## config.mk

```make
export PLATFORM = sky130hd
export DESIGN_NAME = btpw_queue
export DESIGN_NICKNAME = d
export VERILOG_FILES = /design/src/sv/btpw_pkg.sv /design/src/sv/btpw_queue.sv
export SDC_FILE = /design/constraint.sdc
export NUM_CORES = 1
export LEC_CHECK = 0
export BUFFER_PORTS_ARGS = -buffer_cell sky130_fd_sc_hd__buf_2
export CAP_MARGIN = 20
export CORE_UTILIZATION = 40
export CTS_CLUSTER_DIAMETER = 40
export CTS_CLUSTER_SIZE = 40
export DETAILED_ROUTE_END_ITERATION = 7
export PLACE_DENSITY = 0.62
export SETUP_SLACK_MARGIN = 0.5
export SYNTH_ARGS = -nofsm -noshare
export SYNTH_HDL_FRONTEND = slang
export SYNTH_SLANG_ARGS = --single-unit
```

## constraint.sdc

```tcl
create_clock -name clk_i -period 9.9 [get_ports clk_i]
set_input_delay 1.98 -clock clk_i [delete_from_list [all_inputs] [get_ports clk_i]]
set_output_delay 1.98 -clock clk_i [all_outputs]
set_load 0.1 [all_outputs]
```

## src/sv/btpw_pkg.sv

```systemverilog
// Shared types, constants and the built-in font table of the text renderer.
// Used by every module of the block but btpw_ram; no dependencies of its own.
package btpw_pkg;

  localparam int unsigned MAX_CHARS_DEF   = 320;
  localparam int unsigned SCREEN_ROWS_DEF = 240;
  localparam int unsigned SCREEN_COLS_DEF = 320;
  localparam int unsigned GLYPH_COUNT_DEF = 41;

  localparam int unsigned GLYPH_W   = 64;
  localparam int unsigned ORIGIN_W  = 12;
  localparam int unsigned COL_W     = 14;
  localparam int unsigned ROW_W     = 13;
  localparam int unsigned PIXCOL_W  = 15;
  localparam int unsigned ADDR_W    = 16;
  localparam int unsigned COUNT_W   = 9;
  localparam int unsigned SLOT_W    = 6;
  localparam int unsigned CHAR_PITCH = 10;
  localparam int unsigned QDEPTH    = 2;

  localparam int unsigned IN_DATA_W  = 112;
  localparam int unsigned IN_USER_W  = 2;
  localparam int unsigned OUT_DATA_W = 24;

  localparam logic [1:0] KIND_BEGIN  = 2'd0;
  localparam logic [1:0] KIND_RENDER = 2'd1;
  localparam logic [1:0] KIND_LOAD   = 2'd2;

  localparam logic [SLOT_W-1:0] SLOT_BANG     = 6'd36;
  localparam logic [SLOT_W-1:0] SLOT_QUEST    = 6'd37;
  localparam logic [SLOT_W-1:0] SLOT_DOT      = 6'd38;
  localparam logic [SLOT_W-1:0] SLOT_FALLBACK = 6'd39;
  localparam logic [SLOT_W-1:0] SLOT_SPACE    = 6'd40;

  typedef struct packed {
    logic [GLYPH_W-1:0]  bits;
    logic [ORIGIN_W-1:0] row0;
    logic [COL_W-1:0]    base_col;
    logic [ADDR_W-1:0]   row_addr;
    logic [2:0]          fore;
    logic [3:0]          back;
  } glyph_job_t;

  typedef enum logic [1:0] {
    ST_IDLE,
    ST_SCAN,
    ST_FLUSH
  } back_state_e;

  function automatic logic [SLOT_W-1:0] char_slot(input logic [7:0] c);
    logic [SLOT_W-1:0] s;
    if (c >= 8'h30 && c <= 8'h39) begin
      s = SLOT_W'(c - 8'h30);
    end else if (c >= 8'h41 && c <= 8'h5A) begin
      s = SLOT_W'(c - 8'h37);
    end else if (c == 8'h21) begin
      s = SLOT_BANG;
    end else if (c == 8'h3F) begin
      s = SLOT_QUEST;
    end else if (c == 8'h2E) begin
      s = SLOT_DOT;
    end else if (c == 8'h20) begin
      s = SLOT_SPACE;
    end else begin
      s = SLOT_FALLBACK;
    end
    return s;
  endfunction

  function automatic logic [GLYPH_W-1:0] font_word(input logic [SLOT_W-1:0] s);
    logic [GLYPH_W-1:0] w;
    case (s)
      6'd0:  w = 64'h7EE3F3DBCFC7C37E;
      6'd1:  w = 64'h3C7C1C1C1C1CFFFF;
      6'd2:  w = 64'h7EE7C31E7CC0C3FF;
      6'd3:  w = 64'h7EE7C31E1EC3E77E;
      6'd4:  w = 64'h1C3C6CCCFFFF0C0C;
      6'd5:  w = 64'hFFFFC0FE07C3E77E;
      6'd6:  w = 64'h7EC7C0FEE7C3E77E;
      6'd7:  w = 64'h7FFF070E1C383838;
      6'd8:  w = 64'h7EE7C37EE7C3E77E;
      6'd9:  w = 64'h7EE7C3E77F03E77E;
      6'd10: w = 64'h3C7EE7C3FFFFC3C3;
      6'd11: w = 64'hFEFFC3FEFFC3FFFE;
      6'd12: w = 64'h3F7FE0C0C0E07F3F;
      6'd13: w = 64'hFEFFC7C3C3C7FFFE;
      6'd14: w = 64'hFFFFC0FCFCC0FFFF;
      6'd15: w = 64'hFFFFC0FCFCC0C0C0;
      6'd16: w = 64'h7EFFE0CFCFE3FF7E;
      6'd17: w = 64'hC3C3C3FFFFC3C3C3;
      6'd18: w = 64'hFFFF18181818FFFF;
      6'd19: w = 64'hFFFF181818D8F870;
      6'd20: w = 64'hC7CFDCF8FCCEC7C7;
      6'd21: w = 64'hC0C0C0C0C0C0FFFF;
      6'd22: w = 64'hC3E7FFFFFFDBC3C3;
      6'd23: w = 64'hC3E3F3FBDFCFC7C3;
      6'd24: w = 64'h7EFFE7C3C3E7FF7E;
      6'd25: w = 64'hFEFFC3C3FFFEC0C0;
      6'd26: w = 64'h7EFFC3C3DBCFFE7B;
      6'd27: w = 64'hFEFFC3C3FFFCC6C7;
      6'd28: w = 64'h7FFFC0FE7F03FFFE;
      6'd29: w = 64'hFFFF181818181818;
      6'd30: w = 64'hC3C3C3C3C3FFFF7E;
      6'd31: w = 64'hC3C3C3C3E77E3C18;
      6'd32: w = 64'hC3C3DBFFFFFFE7C3;
      6'd33: w = 64'hC3E776381C6EE7C3;
      6'd34: w = 64'hC3C3C3E77E3C1818;
      6'd35: w = 64'hFFFF071E78C0FFFF;
      6'd36: w = 64'h3C7E7E3C18001818;
      6'd37: w = 64'h7EFFC31E18001818;
      6'd39: w = 64'h7F415D5D5D417F00;
      default: w = '0;
    endcase
    return w;
  endfunction

endpackage

```

## src/sv/btpw_queue.sv

```systemverilog
// Short job queue between the front end and the pixel scanner.
// Depends on btpw_pkg.
module btpw_queue (
  input  logic                 clk_i,
  input  logic                 rst_ni,
  input  logic                 push_valid_i,
  output logic                 push_ready_o,
  input  btpw_pkg::glyph_job_t push_data_i,
  output logic                 pop_valid_o,
  input  logic                 pop_i,
  output btpw_pkg::glyph_job_t pop_data_o
);
  import btpw_pkg::*;

  localparam int unsigned PW = $clog2(QDEPTH);

  glyph_job_t              slot_q [QDEPTH];
  logic [PW-1:0]           wr_ptr_q, rd_ptr_q;
  logic [$clog2(QDEPTH+1)-1:0] cnt_q;
  logic                    do_push;
  logic                    do_pop;

  assign push_ready_o = cnt_q != ($clog2(QDEPTH+1))'(QDEPTH);
  assign pop_valid_o  = cnt_q != '0;
  assign do_push      = push_valid_i && push_ready_o;
  assign do_pop       = pop_i && pop_valid_o;
  assign pop_data_o   = slot_q[rd_ptr_q];

  always_ff @(posedge clk_i) begin
    if (do_push) begin
      slot_q[wr_ptr_q] <= push_data_i;
    end
  end

  always_ff @(posedge clk_i or negedge rst_ni) begin
    if (!rst_ni) begin
      wr_ptr_q <= '0;
      rd_ptr_q <= '0;
      cnt_q    <= '0;
    end else begin
      if (do_push) begin
        wr_ptr_q <= (wr_ptr_q == PW'(QDEPTH - 1)) ? '0 : wr_ptr_q + 1'b1;
      end
      if (do_pop) begin
        rd_ptr_q <= (rd_ptr_q == PW'(QDEPTH - 1)) ? '0 : rd_ptr_q + 1'b1;
      end
      if (do_push && !do_pop) begin
        cnt_q <= cnt_q + 1'b1;
      end else if (do_pop && !do_push) begin
        cnt_q <= cnt_q - 1'b1;
      end
    end
  end

`ifndef SYNTHESIS
  a_no_pop_empty: assert property (@(posedge clk_i) disable iff (!rst_ni)
    pop_i |-> pop_valid_o)
    else $error("job popped from an empty queue");
  a_no_push_full: assert property (@(posedge clk_i) disable iff (!rst_ni)
    push_valid_i && !push_ready_o |=> $stable(cnt_q) || $past(do_pop))
    else $error("queue fill changed on a refused job");
`endif

endmodule

```

; After elaboration in Yosys (flattened, before gate mapping)
; Memories as Yosys holds them, arrays and structs flattened.
; Cells that the tools add are included.
[op_classes]
eq_ne = 1
add_sub_neg = 4
reduce_logical = 8
n_mux = 6
[op_table]
columns = op, count
row1 = $logic_and A1 B1 Y1, 4
row2 = $mux W1, 4
row3 = $mux W2, 2
row4 = $reduce_bool A2 Y1, 2
row5 = $add A1 B1 Y1 const B, 2
row6 = $add A2 B1 Y2 const B, 1
row7 = $logic_not A1 Y1, 2
row8 = $ne A2 B2 Y1 const B, 1
row9 = $sub A2 B1 Y2 const B, 1
[totals]
input_bits = 117
mem_count = 1
output_inout_bits = 115
ram_bits = 226
elab_cells = 23
regBits = 4
[memory_table]
columns = memory, depth, word_bits, rd, rd_ports_with_merged_regs, write_ports, line
row1 = slot_q, 2, 113, 1, 0, 1, btpw_queue.sv:17  ; glyph_job_t slot_q [QDEPTH];

; Depth between registers and ports, before layout
[logic_depth]
word_depth = 6
depth_mapped = 7
mapped_depth_nobuf = 7

; Least setup slack after synthesis
; OpenSTA, ideal clock, no wires.
[synth_timing]
path_kind = input port to flip-flop
startpoint = in push_valid_i
endpoint = mem slot_q[0][0] (netlist name) (enable)
path_stages = 2
required_time_ns = 9.313
path_slack_ns = 2.490
t_arrival_ns = 6.823
n_path_buf = 0
setup_ns = 0.587
cell_sequence = nand2_1 nor2_1
[synth_between]
elab_chain_cells = 3
[synth_rtl]
columns = item, line
row1 = "start, declared", btpw_queue.sv:6  ; input logic push_valid_i,
row2 = $logic_and A1 B1 Y1, btpw_queue.sv:25  ; assign do_push = push_valid_i && push_ready_o;
row3 = $mux W1, btpw_queue.sv:30  ; if (do_push) begin
row4 = $mux W1 (implied by the code), btpw_queue.sv:31  ; slot_q[wr_ptr_q] <= push_data_i;
row5 = "end, declared", btpw_queue.sv:17
; Every way passes these cells.

==> results.tsv <==
metric	value	unit
status	completed	
synth_top_area_frac	0.7894	
root_buffer	clkbuf_16	
synth.distinct_cells	16	
cp_num_buf_inv	3	
rows	53	
min_period	5.039	ns
postSynthCellCount	370	
cts_buffers	31	
synth-warning-count	0	
cp_cell_sequence	buf_4 > buf_16 > mux2_2 > buf_2	
cts_tree	done	
cts.clk_slew.worst_paths	0.06	ns
worst_setup_path_end_kind	output port	
synth_area_leaders	edfxtp_1 79%, mux2_4 10%, mux2_2 6.9%, dfrtp_1 1.2%, buf_6 0.92%	
syn_nets	488	
worstMarginPinSlew	0.8604	ns
synth_top_area_cell	edfxtp_1	
cpMaxStageDelayCell	dfrtp_4	
cp.depth	4	
maxSlewHeadroom	0.4264	
post-route-period-util	0.5090	
cts-resized-gates	0	
final_area	11150	um^2
htree_levels	1	
placed_area	10050	um^2
fmax	198.5	MHz
crit_family	buffers and inverters	
antenna_found_initial	4	
syn_area	8597	um^2
syn2layout_area_growth	29.66	%
fin_hold_ws	0.4918	ns
io_pins	232	
cp_max_fo	43	
cp-start-kind	register	
die_height	148.6	um
dp_hpwl	10.39	mm
drc	0	
start_util	0.4090	
synth-edff-count	226	
clk_path_buf_depth	3	
cp.required	7.92	ns
holdBufCountCts	0	
grt_pass1_vias	4585	
overflow	0	
vias	4248	
hold_viol	0	
cp_slowest_stage_delay	0.87	ns
io_buffers	231	
yosys_most_used_dff	edfxtp_1	
die_area	22080	um^2
hold_path_class	register to register	
viasPerCell	4.587	
first_pass_iters	4	
drtIter0Drc	148	
grt_pass1_wl	23.96	mm
crit_type	register to output port	
ys_seq_area_frac	0.8010	
gp_congestion	0.7500	
core_area	21020	um^2
finalWorstSetupSlack	4.861	ns
ys_ff_latch	230	
skew	0.01731	ns
clk-insertion-delay-late	0.53	ns
postSynth.asyncResetShare	0.01739	
detail_route.wl_per_cell	17.12	um
setup_viol	0	
drt-total-wl	15.85	mm
die_width	148.6	um
finalNetCount	744	
drtAntennaViolNets	0	
rsz0062_at_grt	false	
max-cap-violations	0	
reg2regPathDepth	3	
whs_path_depth	1	
arrival	3.06	ns
grt_max_degree	64	
clkSinkCount	230	
synth.avg_cell_area	23.24	um^2
finalMaxSlewViolations	0	
synth.most_common_cell	edfxtp_1	
synth_common_cells	226 x edfxtp_1, 60 x mux2_4, 53 x mux2_2	
drive_gt1_frac	0.6292	
grt_usage	0.1405	
post-cts-setup-buffer-count	0	
dpl_worst_slack	5.363	ns
fin_setup_tns	0	ns
ff2ff_setup_slack	7.38	ns
==> worst register-to-register path, cell delays in order (launching register included) <==
cell	delay, ns
dfrtp_1	0.41
nand2b_1	0.18
and3_4	0.70
buf_4	0.80
==> layer usage <==
metal	vias up	share of wire	GRT usage
met1	2045	0.40	0.1749
met3	30	0.11	0.05644
met5	-	0.00050	0
li1	1990	-	-
met2	181	0.47	0.2252
met4	2	0.019	0.04124
==> sequential cells by signal, summed over array words and instances (netlist names) <==
register and flops:
cnt_q 2, rd_ptr_q 1, slot_q 226, wr_ptr_q 1
==> area by class of cell <==
| cell class | count | area [um^2] |
|---|---|---|
| multi-input cells | 126 | 1600 |
| fillers | 1710 | 9874 |
| clock buffers | 31 | 775.7 |
| repair buffers | 236 | 1214 |
| clock inverters | 26 | 316.6 |
| flip-flops and latches | 230 | 6890 |
| inverters | 1 | 3.754 |
| well taps | 275 | 344.1 |
| diodes | 1 | 2.502 |
==> final timing paths <==
check / endpoint / start
min: cnt_q[1] / cnt_q[1]
max reg2reg: slot_q[1][108] / cnt_q[0]
min reg2reg: cnt_q[1] / cnt_q[1]
min in group asynchronous: rd_ptr_q / rst_ni
max in group asynchronous: rd_ptr_q / rst_ni
max: pop_data_o[14] / rd_ptr_q
==> cells by family after synthesis <==
kind of cell | count (synthesis) | synth area share
and+or+nand+nor | 7 | 0.003932
xor gates and xnor gates | 5 | 0.005095
DFF | 230 | 0.8010
buffers and inverters | 14 | 0.01426
adders and majority gates | 1 | 0.001455
muxes | 113 | 0.1742
==> per-stage QoR <==
stage | util | cells
floorplan | - | 370
global placement | 0.4769 | 867
detailed placement | 0.4782 | 868
CTS | 0.5301 | 925
global route | 0.5301 | 925
finish | 0.5303 | 926
==> cell usage in the layout (no fill, tap or decap), drive strengths merged <==
cell | Yosys | final
diode | 0 | 1
clkbuf | 0 | 31
clkinv | 0 | 10
ha | 1 | 1
edfxtp | 226 | 226
buf | 13 | 236
nand2b | 1 | 1
and3 | 1 | 1
nor2 | 2 | 2
dfrtp | 4 | 4
or2 | 1 | 1
bufinv | 0 | 4
nand2 | 2 | 2
xnor2 | 3 | 3
mux2 | 113 | 113
clkinvlp | 0 | 4
xor2 | 2 | 2
inv | 1 | 9
Power is left out: the tool's default activity adds up to more than one toggle a clock period on the data nets, which glitch-free logic cannot reach.
