<file path="src/sv/btpw_pkg.sv">
// Shared types, constants and the built-in font table of the text renderer.
// Used by every module of the block but btpw_ram; no dependencies of its own.
package btpw_pkg;

  localparam int unsigned MAX_CHARS_DEF   = 320;
  localparam int unsigned SCREEN_ROWS_DEF = 240;
  localparam int unsigned SCREEN_COLS_DEF = 320;
  localparam int unsigned GLYPH_COUNT_DEF = 41;

  localparam int unsigned GLYPH_W   = 64;
  localparam int unsigned ORIGIN_W  = 12;
  localparam int unsigned COL_W     = 14;
  localparam int unsigned ROW_W     = 13;
  localparam int unsigned PIXCOL_W  = 15;
  localparam int unsigned ADDR_W    = 16;
  localparam int unsigned COUNT_W   = 9;
  localparam int unsigned SLOT_W    = 6;
  localparam int unsigned CHAR_PITCH = 10;
  localparam int unsigned QDEPTH    = 2;

  localparam int unsigned IN_DATA_W  = 112;
  localparam int unsigned IN_USER_W  = 2;
  localparam int unsigned OUT_DATA_W = 24;

  localparam logic [1:0] KIND_BEGIN  = 2'd0;
  localparam logic [1:0] KIND_RENDER = 2'd1;
  localparam logic [1:0] KIND_LOAD   = 2'd2;

  localparam logic [SLOT_W-1:0] SLOT_BANG     = 6'd36;
  localparam logic [SLOT_W-1:0] SLOT_QUEST    = 6'd37;
  localparam logic [SLOT_W-1:0] SLOT_DOT      = 6'd38;
  localparam logic [SLOT_W-1:0] SLOT_FALLBACK = 6'd39;
  localparam logic [SLOT_W-1:0] SLOT_SPACE    = 6'd40;

  typedef struct packed {
    logic [GLYPH_W-1:0]  bits;
    logic [ORIGIN_W-1:0] row0;
    logic [COL_W-1:0]    base_col;
    logic [ADDR_W-1:0]   row_addr;
    logic [2:0]          fore;
    logic [3:0]          back;
  } glyph_job_t;

  typedef enum logic [1:0] {
    ST_IDLE,
    ST_SCAN,
    ST_FLUSH
  } back_state_e;

  function automatic logic [SLOT_W-1:0] char_slot(input logic [7:0] c);
    logic [SLOT_W-1:0] s;
    if (c >= 8'h30 && c <= 8'h39) begin
      s = SLOT_W'(c - 8'h30);
    end else if (c >= 8'h41 && c <= 8'h5A) begin
      s = SLOT_W'(c - 8'h37);
    end else if (c == 8'h21) begin
      s = SLOT_BANG;
    end else if (c == 8'h3F) begin
      s = SLOT_QUEST;
    end else if (c == 8'h2E) begin
      s = SLOT_DOT;
    end else if (c == 8'h20) begin
      s = SLOT_SPACE;
    end else begin
      s = SLOT_FALLBACK;
    end
    return s;
  endfunction

  function automatic logic [GLYPH_W-1:0] font_word(input logic [SLOT_W-1:0] s);
    logic [GLYPH_W-1:0] w;
    case (s)
      6'd0:  w = 64'h7EE3F3DBCFC7C37E;
      6'd1:  w = 64'h3C7C1C1C1C1CFFFF;
      6'd2:  w = 64'h7EE7C31E7CC0C3FF;
      6'd3:  w = 64'h7EE7C31E1EC3E77E;
      6'd4:  w = 64'h1C3C6CCCFFFF0C0C;
      6'd5:  w = 64'hFFFFC0FE07C3E77E;
      6'd6:  w = 64'h7EC7C0FEE7C3E77E;
      6'd7:  w = 64'h7FFF070E1C383838;
      6'd8:  w = 64'h7EE7C37EE7C3E77E;
      6'd9:  w = 64'h7EE7C3E77F03E77E;
      6'd10: w = 64'h3C7EE7C3FFFFC3C3;
      6'd11: w = 64'hFEFFC3FEFFC3FFFE;
      6'd12: w = 64'h3F7FE0C0C0E07F3F;
      6'd13: w = 64'hFEFFC7C3C3C7FFFE;
      6'd14: w = 64'hFFFFC0FCFCC0FFFF;
      6'd15: w = 64'hFFFFC0FCFCC0C0C0;
      6'd16: w = 64'h7EFFE0CFCFE3FF7E;
      6'd17: w = 64'hC3C3C3FFFFC3C3C3;
      6'd18: w = 64'hFFFF18181818FFFF;
      6'd19: w = 64'hFFFF181818D8F870;
      6'd20: w = 64'hC7CFDCF8FCCEC7C7;
      6'd21: w = 64'hC0C0C0C0C0C0FFFF;
      6'd22: w = 64'hC3E7FFFFFFDBC3C3;
      6'd23: w = 64'hC3E3F3FBDFCFC7C3;
      6'd24: w = 64'h7EFFE7C3C3E7FF7E;
      6'd25: w = 64'hFEFFC3C3FFFEC0C0;
      6'd26: w = 64'h7EFFC3C3DBCFFE7B;
      6'd27: w = 64'hFEFFC3C3FFFCC6C7;
      6'd28: w = 64'h7FFFC0FE7F03FFFE;
      6'd29: w = 64'hFFFF181818181818;
      6'd30: w = 64'hC3C3C3C3C3FFFF7E;
      6'd31: w = 64'hC3C3C3C3E77E3C18;
      6'd32: w = 64'hC3C3DBFFFFFFE7C3;
      6'd33: w = 64'hC3E776381C6EE7C3;
      6'd34: w = 64'hC3C3C3E77E3C1818;
      6'd35: w = 64'hFFFF071E78C0FFFF;
      6'd36: w = 64'h3C7E7E3C18001818;
      6'd37: w = 64'h7EFFC31E18001818;
      6'd39: w = 64'h7F415D5D5D417F00;
      default: w = '0;
    endcase
    return w;
  endfunction

endpackage

</file>
<file path="src/sv/btpw_back.sv">
// Back end: scans one glyph job pixel by pixel and emits nibble writes,
// holding one write back so the final one carries the last flag.
// Depends on btpw_pkg.
module btpw_back #(
  parameter int unsigned SCREEN_ROWS = btpw_pkg::SCREEN_ROWS_DEF,
  parameter int unsigned SCREEN_COLS = btpw_pkg::SCREEN_COLS_DEF
) (
  input  logic                 clk_i,
  input  logic                 rst_ni,
  input  logic                 job_valid_i,
  output logic                 job_pop_o,
  input  btpw_pkg::glyph_job_t job_i,
  output logic                 out_valid_o,
  input  logic                 out_ready_i,
  output logic [btpw_pkg::OUT_DATA_W-1:0] out_data_o,
  output logic                 out_last_o
);
  import btpw_pkg::*;

  localparam int unsigned BPR = (SCREEN_COLS + 1) / 2;

  back_state_e state_q, state_d;
  logic [5:0]         idx_q;
  glyph_job_t         job_q;
  logic               step;
  logic               on;
  logic [ROW_W-1:0]   r;
  logic [PIXCOL_W-1:0] c;
  logic               draw;
  logic [2:0]         color;
  logic [ADDR_W-1:0]  addr;
  logic               emit_pend;
  logic               load_pend;

  logic               pend_valid_q;
  logic [ADDR_W-1:0]  pend_addr_q;
  logic               pend_hi_q;
  logic [3:0]         pend_nib_q;

  logic               out_valid_q;
  logic [ADDR_W-1:0]  out_addr_q;
  logic               out_hi_q;
  logic [3:0]         out_nib_q;
  logic               out_last_q;

  assign step  = !out_valid_q || out_ready_i;
  assign on    = job_q.bits[GLYPH_W-1];
  assign r     = ROW_W'(job_q.row0) + ROW_W'(idx_q[5:3]);
  assign c     = PIXCOL_W'(job_q.base_col) + PIXCOL_W'(idx_q[2:0]);
  assign draw  = (on || !job_q.back[3]) && (r < ROW_W'(SCREEN_ROWS)) &&
                 (c < PIXCOL_W'(SCREEN_COLS));
  assign color = on ? job_q.fore : job_q.back[2:0];
  assign addr  = job_q.row_addr + ADDR_W'(c[PIXCOL_W-1:1]);

  always_comb begin
    state_d = state_q;
    case (state_q)
      ST_IDLE: begin
        if (job_valid_i) begin
          state_d = ST_SCAN;
        end
      end
      ST_SCAN: begin
        if (step && idx_q == 6'd63) begin
          state_d = ST_FLUSH;
        end
      end
      ST_FLUSH: begin
        if (step) begin
          state_d = ST_IDLE;
        end
      end
      default: state_d = ST_IDLE;
    endcase
  end

  always_comb begin
    job_pop_o = 1'b0;
    emit_pend = 1'b0;
    load_pend = 1'b0;
    case (state_q)
      ST_IDLE: begin
        job_pop_o = job_valid_i;
      end
      ST_SCAN: begin
        load_pend = step && draw;
        emit_pend = step && draw && pend_valid_q;
      end
      ST_FLUSH: begin
        emit_pend = step && pend_valid_q;
      end
      default: begin
        job_pop_o = 1'b0;
      end
    endcase
  end

  always_ff @(posedge clk_i or negedge rst_ni) begin
    if (!rst_ni) begin
      state_q      <= ST_IDLE;
      idx_q        <= '0;
      pend_valid_q <= 1'b0;
      out_valid_q  <= 1'b0;
    end else begin
      state_q <= state_d;
      if (job_pop_o) begin
        idx_q <= '0;
      end else if (state_q == ST_SCAN && step) begin
        idx_q <= idx_q + 1'b1;
      end
      if (load_pend) begin
        pend_valid_q <= 1'b1;
      end else if (emit_pend) begin
        pend_valid_q <= 1'b0;
      end
      if (emit_pend) begin
        out_valid_q <= 1'b1;
      end else if (out_ready_i) begin
        out_valid_q <= 1'b0;
      end
    end
  end

  always_ff @(posedge clk_i) begin
    if (job_pop_o) begin
      job_q <= job_i;
    end else if (state_q == ST_SCAN && step) begin
      job_q.bits <= {job_q.bits[GLYPH_W-2:0], 1'b0};
      if (idx_q[2:0] == 3'd7) begin
        job_q.row_addr <= job_q.row_addr + ADDR_W'(BPR);
      end
    end
    if (load_pend) begin
      pend_addr_q <= addr;
      pend_hi_q   <= !c[0];
      pend_nib_q  <= {color, 1'b0};
    end
    if (emit_pend) begin
      out_addr_q <= pend_addr_q;
      out_hi_q   <= pend_hi_q;
      out_nib_q  <= pend_nib_q;
      out_last_q <= state_q == ST_FLUSH;
    end
  end

  assign out_valid_o = out_valid_q;
  assign out_data_o  = {3'b000, out_nib_q, out_hi_q, out_addr_q};
  assign out_last_o  = out_last_q;

`ifndef SYNTHESIS
  a_flush_last: assert property (@(posedge clk_i) disable iff (!rst_ni)
    (state_q == ST_FLUSH && step && pend_valid_q) |=> out_valid_o && out_last_o)
    else $error("final write of a character left without last flag");
  a_idle_no_pend: assert property (@(posedge clk_i) disable iff (!rst_ni)
    state_q == ST_IDLE |-> !pend_valid_q)
    else $error("held write survived the end of a character");
`endif

endmodule

</file>
<file path="config.mk">
export PLATFORM = sky130hd
export DESIGN_NAME = btpw_back
export DESIGN_NICKNAME = d
export VERILOG_FILES = /design/src/sv/btpw_pkg.sv /design/src/sv/btpw_back.sv
export SDC_FILE = /design/constraint.sdc
export NUM_CORES = 1
export LEC_CHECK = 0
export BUFFER_PORTS_ARGS = -buffer_cell sky130_fd_sc_hd__buf_2
export CAP_MARGIN = 10
export CORE_MARGIN = 5
export CORE_UTILIZATION = 40
export DETAILED_ROUTE_END_ITERATION = 16
export PLACE_DENSITY_LB_ADDON = 0.3
export SLEW_MARGIN = 20
export SYNTH_ARGS = -nofsm -noshare
export SYNTH_HDL_FRONTEND = slang
export SYNTH_SLANG_ARGS = --single-unit
</file>
<file path="constraint.sdc">
create_clock -name clk_i -period 4.85 [get_ports clk_i]
set_input_delay 0.2425 -clock clk_i [delete_from_list [all_inputs] [get_ports clk_i]]
set_output_delay 0.2425 -clock clk_i [all_outputs]
set_load 0.05 [all_outputs]
</file>
**Word level (Yosys, flattened, before mapping)**

Index checks and enable logic that the tools add are counted.

- Bits in registers: 164

- Add/subtract/negate cells: 5
- $lt $le $gt $ge: 2
- Equal/unequal tests: 7
- Multiplexer cells: 19
- Reductions and logical operators: 19

Operators with widths:

| operator | number |
|---|---|
| 64-bit two-way mux | 2 |
| 16-bit two-way mux | 3 |
| 16-bit by 14-bit adder with 16-bit output | 1 |
| 16-bit by 8-bit adder with 16-bit output, second input constant | 1 |
| 14-bit by 3-bit adder with 15-bit output | 1 |
| 15-bit by 9-bit less-than comparator with 1-bit output, second input constant | 1 |
| 12-bit by 3-bit adder with 13-bit output | 1 |
| 13-bit by 8-bit less-than comparator with 1-bit output, second input constant | 1 |
| 6-bit two-way mux | 2 |
| 2-bit nonzero test | 4 |
| 1-bit logical AND | 7 |
| 6-bit by 1-bit adder with 6-bit output, second input constant | 1 |
| 6-bit equality test, second input constant | 1 |
| 1-bit two-way mux | 6 |
| 2-bit two-way mux | 3 |
| 2-bit != test, second input constant | 3 |
| 2-bit case mux with 3 select lines | 1 |
| 3-bit equality test, second input constant | 1 |
| 1-bit zero test | 3 |
| 3-bit two-way mux | 1 |
| 3-bit AND reduction | 1 |
| 2-bit by 1-bit equality test with 1-bit output, second input constant | 1 |
| 2-bit equality test, second input constant | 1 |
| 2-bit zero test | 1 |
| 3 further kinds | 4 |

**Depth between registers and ports, before layout**

Gate-level depths: netlist of run 1.

- Word-level depth: 9
- Mapped depth: 15
- Mapped depth without buffers: 15

**Worst setup path after synthesis of run 1**

OpenSTA, ideal clock, no wires.

- Kind: register to register
- Start: reg idx_q[0]
- End: reg out_addr_q[0] (enable)
- Setup time: 406 ps
- Arrival: 3222 ps
- Required time: 4444 ps
- Setup slack: 1222 ps
- Cell stages (with the launch flop): 10
- Buffers on the path: 0
- Period minus slack after synthesis: 3628 ps
- Cells stage by stage: dfrtp_1 > ha_1 > inv_1 > fa_1 > nor2b_4 > o2111a_2 > maj3_2 > a2bb2oi_1 > or4_1 > a21oi_1

- Word-level cells in the longest chain between the ends: 6

RTL lines:

| what | line | RTL |
|---|---|---|
| start, declared | btpw_back.sv:23 | `logic [5:0] idx_q;` |
| start signal, assigned | btpw_back.sv:109 | `idx_q <= idx_q + 1'b1;` |
| 14-bit by 3-bit adder with 15-bit output | btpw_back.sv:49 | `assign c = PIXCOL_W'(job_q.base_col) + PIXCOL_W'(idx_q[2:0]);` |
| 15-bit by 9-bit less-than comparator with 1-bit output | btpw_back.sv:51 | `(c < PIXCOL_W'(SCREEN_COLS));` |
| 1-bit logical AND | btpw_back.sv:50 | `assign draw = (on \|\| !job_q.back[3]) && (r < ROW_W'(SCREEN_ROWS)) &&` |
| 1-bit logical AND (2 in a row) | btpw_back.sv:87 | `emit_pend = step && draw && pend_valid_q;` |
| 1-bit case mux with 2 select lines | btpw_back.sv:81 | `case (state_q)` |
| named net emit_pend | btpw_back.sv:32 | `logic emit_pend;` |
| end signal, assigned | btpw_back.sv:139 | `out_addr_q <= pend_addr_q;` |
| end, declared | btpw_back.sv:41 | `logic [ADDR_W-1:0] out_addr_q;` |

The timed path passes the listed nets, and every way through them passes these cells.
A chain may end at the register's enable or synchronous reset.

**Final worst setup path of run 1**

- Start: reg idx_q[0]
- End: reg pend_addr_q[14], data pin

- Word-level cells in the longest chain between the ends: 2

RTL lines:

| what | line | RTL |
|---|---|---|
| 14-bit by 3-bit adder with 15-bit output | btpw_back.sv:49 |  |
| 16-bit by 14-bit adder with 16-bit output | btpw_back.sv:53 | `assign addr = job_q.row_addr + ADDR_W'(c[PIXCOL_W-1:1]);` |
| named net addr[14] | btpw_back.sv:31 | `logic [ADDR_W-1:0] addr;` |
| end signal, assigned | btpw_back.sv:134 | `pend_addr_q <= addr;` |
| end, declared | btpw_back.sv:36 | `logic [ADDR_W-1:0] pend_addr_q;` |

The timed path passes the listed nets, and every way through them passes these cells.

==> reports/results.txt, run 1 <==
Status - finished, final reports clean
Yosys reg bits - 164
Root buf cell - clkbuf_16
Critical path's largest stage delay - 500 ps
Fin. Hold Viols - 0
Worst Setup EP - pend_addr_q[14]
Die Area - 0.0216 sq mm
Area growth syn-to-layout - 24.9%
Storage cell area - 0.00487 sq mm
Antenna viol nets, final - 0
Power per cell area - 566 mW/mm^2
Global route overflow - 0
Post-synth top area share - 61.7%
Worst-path maximum fanout - 4
Slowest-stage cell, CP - or4_1
Rel. slew slack - 43.2%
Post-Syn Area per Cell - 11.7 sq um
Worst EP required - 5110 ps
Post-synth ARST share - 6.10%
Worst Setup SP - idx_q[0]
Most used cell, CP - ha_1
Die X - 147 um
Routed WL - 15500 um
CTS Buffer Depth - 2
Iteration count of the initial detailed-routing pass - 4
Flop-to-flop setup slack - 1270 ps
Largest net degree at the start of global routing - 71
Pins over their slew limit - 0
Max IR drop VDD - 0.322 mV
Most used DFF post-synth - edfxtp_1
Reg2reg path depth - 14
CP startpoint kind - register
Initial antenna violation count - 5
Mapped cell area - 0.00749 sq mm
Minimum clock period - 3580 ps
Clock slew at reported path FFs - 70 ps
Setup TNS - 0 ps
Share of post-route cells with drive strength above 1 - 22.9%
Clock insertion delay at the later pin of the skew report - 420 ps
NumNets Final - 960
Htree depth - 4
WP data arrival - 3840 ps
Core Area - 0.0186 sq mm
Initial drt markers - 314
Fill cells - 1647
# DRC - 0
Cts bufs inserted - 17
WL/cell - 14.6 um
Largest cells by area after synthesis - edfxtp_1, nand2_1, ha_1, dfrtp_1, xnor2_1
Via Count - 5121
Total power - 5.30 mW
First-pass GRT wire length - 25000 um
Row count - 50
Synth cell count leaders - nand2_1, edfxtp_1, ha_1, nor2_1, xnor2_1
Hold_buf cts - 34
Final-report setup violation count - 0
Post-cts resize count - 0
Max-Cap Viols - 0
CTS tree - yes
Setup Buffers After CTS - 0
RSZ-0062 raised after global routing - no
Yosys warns - 0
CP Cell Sequence - ha_1, inv_1, fa_1, nor2b_4, o2111a_2, and2_2, nand4_1, xnor2_1, ha_1, o2111a_1, o41a_1, or4_1, a211o_1, o211ai_1
Footprint of the multi-input gates - 0.00247 sq mm
Starting density of the core - 40.3%
Leading area contributor after synthesis - edfxtp_1
Vias per cell - 4.81
Final period util - 73.8%
IO Pins - 144
RR Endpoint - pend_addr_q[14]
R2r startpoint - idx_q[0]
Post-synth EDFFs - 154
Port bufs - 139
Hpwl dp - 10600 um
Clock skew - 9.87 ps
Vias in the first global route - 5040
Routability Congestion - 0.748
Clock sink total - 164
Gr usage total - 14.6%
Fmax - 279 MHz
HP Class - input port to register
Die H - 147 um
CP endpoint kind - register
Sequential fraction of the synthesis area - 65.1%
Crit Path Class - register to register
Mapped Cells - 638
Top-count cell post-synth - nand2_1
Distinct cells, synth - 54
Worst slew pin tran - 852 ps
Lkg Pwr - 3.95 nW
==> cells by family after synthesis <==
family	count (synthesis)	share of synthesized area, %
and+or+nand+nor	295	16.5
DFF	164	65.1
AOI/OAI and AO/OA	72	6.51
buffers and inverters	38	2.20
xor gates and xnor gates	34	3.97
adders and majority gates	29	5.03
muxes	5	0.718
other	1	0.0500
==> area by class of cell <==
type	instances	share of cell area, %
Antenna cell	3	0.0802
Clock buffer	17	4.54
Clock inverter	15	1.68
Inverter	15	0.628
Multi-Input combinational cell	439	26.4
Sequential cell	164	52.1
Tap cell	234	3.13
Timing Repair Buffer	178	11.5
==> power by group <==
part           switching, mW  internal [mW]  total, mW
combinational          0.952          0.592       1.54
clock                  0.615          0.734       1.35
sequential             0.181           2.23       2.41
==> how the worst min path moves through the flow <==
stage	cells after the start	to	start	slack [ps]
after detailed placement	1	state_q[0]	rst_ni	130
after floorplan	0	idx_q[0]	rst_ni	-50
after global routing	3	job_q[84]	job_i[84]	50
after CTS	3	job_q[96]	job_i[96]	40
after global placement	1	state_q[1]	rst_ni	130
final	3	job_q[88]	job_i[88]	70
==> sequential cells by signal (all words and copies together), names as in the netlist <==
name / flops
job_q: 113
out_addr_q: 16
pend_addr_q: 16
idx_q: 6
out_nib_q: 3
pend_nib_q: 3
state_q: 2
out_hi_q: 1
out_last_o: 1
out_valid_o: 1
pend_hi_q: 1
pend_valid_q: 1
==> through the flow <==
stage,worst slack [ps],hold slack (ps),util (%),cells,instance area [sq um]
floorplan,1220,-53.1,-,641,7500
global placement,1320,125,45.4,996,8430
detailed placement,1290,131,45.4,996,8430
CTS,1250,42.0,50.3,1062,9350
global route,1030,52.9,50.4,1064,9360
finish,1270,69.3,50.4,1065,9360
==> worst max-delay path, delay by kind of cell (launching register included) <==
family	cells	cell delay (ps)
simple gates	4	980
fa+ha+maj	3	960
compound gates	5	870
flops	1	420
xor+xnor	1	150
buf+inv	1	50
==> layer usage <==
layer / wire length [um] / share of wire (%) / GRT usage [%] / vias to the layer above
li1: - / - / - / 2601
met1: 7130 / 46 / 19.7 / 2344
met2: 7100 / 46 / 22.7 / 150
met3: 1090 / 7.0 / 5.15 / 20
met4: 189 / 1.2 / 4.09 / 6
met5: 28 / 0.18 / 0 / -
==> cells in the final DEF, fill, tap and decap left out, types with 15 or more instances in the layout <==
cell	n
xor2_1	15
edfxtp_1	154
nor2_1	26
xnor2_1	19
nand2_1	216
o21ai_0	18
dlygate4sd3_1	34
ha_1	26
clkbuf_16	17
a21oi_1	15
buf_2	139
Power figures use the tool's default switching activity.
==> inputs of run 2 (changes only) <==
- clock period: 4.85 -> 3.7 ns (I/O delays scaled with it)
==> reports/results.txt, run 2 (synthesis gave the netlist of run 1 again) <==
Cts bufs inserted - 17 (unchanged)
Die X - 147 um (unchanged)
Clock sink total - 164 (unchanged)
HP Class - input port to register
Vias in the first global route - 5308 (+5.3%)
Status - finished, final reports clean
Global route overflow - 0 (unchanged)
Fin. Hold Viols - 0 (unchanged)
Setup TNS - 0 ps (unchanged)
Port bufs - 139 (unchanged)
Area growth syn-to-layout - 27.8%
Routability Congestion - 0.787 (+5.2%)
Gr usage total - 15.0% (+0.37 points)
IO Pins - 144 (unchanged)
Storage cell area - 0.00487 sq mm (unchanged)
Footprint of the multi-input gates - 0.00248 sq mm (+0.25%)
Worst-path maximum fanout - 3 (-1)
Clock insertion delay at the later pin of the skew report - 420 ps (about the same)
Hold path startpoint - job_i[62]
Pins over their slew limit - 0 (unchanged)
Final period util - 94.7% (+21 points)
Fmax - 285 MHz (+2.2%)
Commonest non-fill, non-tap cell in the layout - nand2_1
Max IR drop VDD - 0.410 mV (+27%)
NumNets Final - 978 (+1.9%)
Via Count - 5248 (+2.5%)
Routed WL - 16000 um (+2.7%)
Power per cell area - 739 mW/mm^2 (+30%)
Row count - 50 (unchanged)
Minimum clock period - 3500 ps (-76.5 ps)
Largest net degree at the start of global routing - 87 (+23%)
# DRC - 0 (unchanged)
First-pass GRT wire length - 25800 um (+3.4%)
Clock skew - 8.83 ps (-1.04 ps)
Starting density of the core - 40.3% (unchanged)
R2r startpoint - idx_q[0]
Iteration count of the initial detailed-routing pass - 4 (unchanged)
Worst Setup SP - idx_q[0]
Die Area - 0.0216 sq mm (unchanged)
Share of post-route cells with drive strength above 1 - 23.2% (+0.22 points)
Root buf cell - clkbuf_16
Initial drt markers - 366 (+17%)
Leading registers by flop count - job_q: 113 flops, out_addr_q: 16 flops, pend_addr_q: 16 flops
Fill cells - 1618 (-1.8%)
Lkg Pwr - 4.04 nW (+2.3%)
Die H - 147 um (unchanged)
Rel. slew slack - 52.9% (+9.7 points)
CTS Buffer Depth - 2 (unchanged)
Initial antenna violation count - 6 (+1)
Antenna viol nets, final - 0 (unchanged)
Utilization after layout - 51.5% (+1.1 points)
Htree depth - 4 (unchanged)
Max reg flops - 113 (unchanged)
Worst EP required - 3970 ps (-1140 ps)
Core Area - 0.0186 sq mm (unchanged)
Hpwl dp - 10700 um (+1.0%)
Final-report setup violation count - 0 (unchanged)
Crit Path Class - register to register
CP endpoint kind - register
CP startpoint kind - register
Clock slew at reported path FFs - 70 ps (about the same)
Max-Cap Viols - 0 (unchanged)
Most flops, register - job_q
WL/cell - 14.8 um (+1.1%)
WP data arrival - 3770 ps (-70 ps)
Worst slew pin tran - 707 ps (-145 ps)
Most frequent cells in the layout - nand2_1, edfxtp_1, buf_2, dlygate4sd3_1
Vias per cell - 4.85 (+0.87%)
CTS tree - yes
[run 2: layout make-up]
cell class | instances | share of cell area [%]
antenna | 2 | 0.0523
sequential | 164 | 50.9
inverter | 15 | 0.614
clock inverter | 15 | 1.78
timing repair buffer | 196 | 13.3
multi-input combinational | 439 | 25.9
clock buffer | 17 | 4.44
tap | 234 | 3.06
[run 2: final timing paths]
path                                         to  depth (start not counted)  slack (ps)
max in group asynchronous              idx_q[1]                          2        3320
min in group asynchronous              idx_q[3]                          2         170
worst max register to register  pend_addr_q[14]                         12         200
worst min register to register    out_addr_q[6]                          0         420
worst min-delay path                  job_q[62]                          3          20
worst max-delay path            pend_addr_q[14]                         12         200
[run 2: timing repair]
item	4_1_cts	5_1_grt
gates resized for setup	0	2
endpoints found under the setup margin	0	2
buffers inserted	0	3
hold buffers	48	0
endpoints found under the hold margin	57	0
[run 2: critical path, cell delays in order, from the launching register on]
cell	delay, ps
dfrtp_1	390
ha_1	190
inv_1	60
fa_2	510
inv_1	40
ha_1	190
fa_1	430
a211oi_1	260
nor2_1	110
o41a_1	340
or4_4	490
a211o_1	270
o211ai_1	90
[run 2: stage by stage]
step | hold WS (ps) | cells | instance area (sq um) | total power, mW | setup slack (ps)
after floorplan | -111 | 641 | 7500 | 4.68 | 71.6
after global placement | 62.5 | 997 | 8460 | 5.21 | 166
after detailed placement | 66.7 | 997 | 8460 | 5.27 | 121
after CTS | 0.585 | 1077 | 9540 | 7.15 | 90.0
after global routing | 7.76 | 1082 | 9570 | 7.56 | -2.41
final | 23.0 | 1082 | 9570 | 7.07 | 195
[run 2: power by group]
group,total [mW],internal [mW],switching [mW]
Clock,1.79,1.01,0.773
Sequential,3.16,2.92,0.239
Combinational,2.13,0.842,1.29
[run 2: routing by layer]
metal / up-vias / GRT usage, % / part of all wire [%]
li1: 2631 / - / -
met1: 2440 / 19.7 / 45
met2: 149 / 23.9 / 47
met3: 20 / 5.40 / 6.6
met4: 8 / 3.72 / 1.0
met5: - / 0 / 0.25
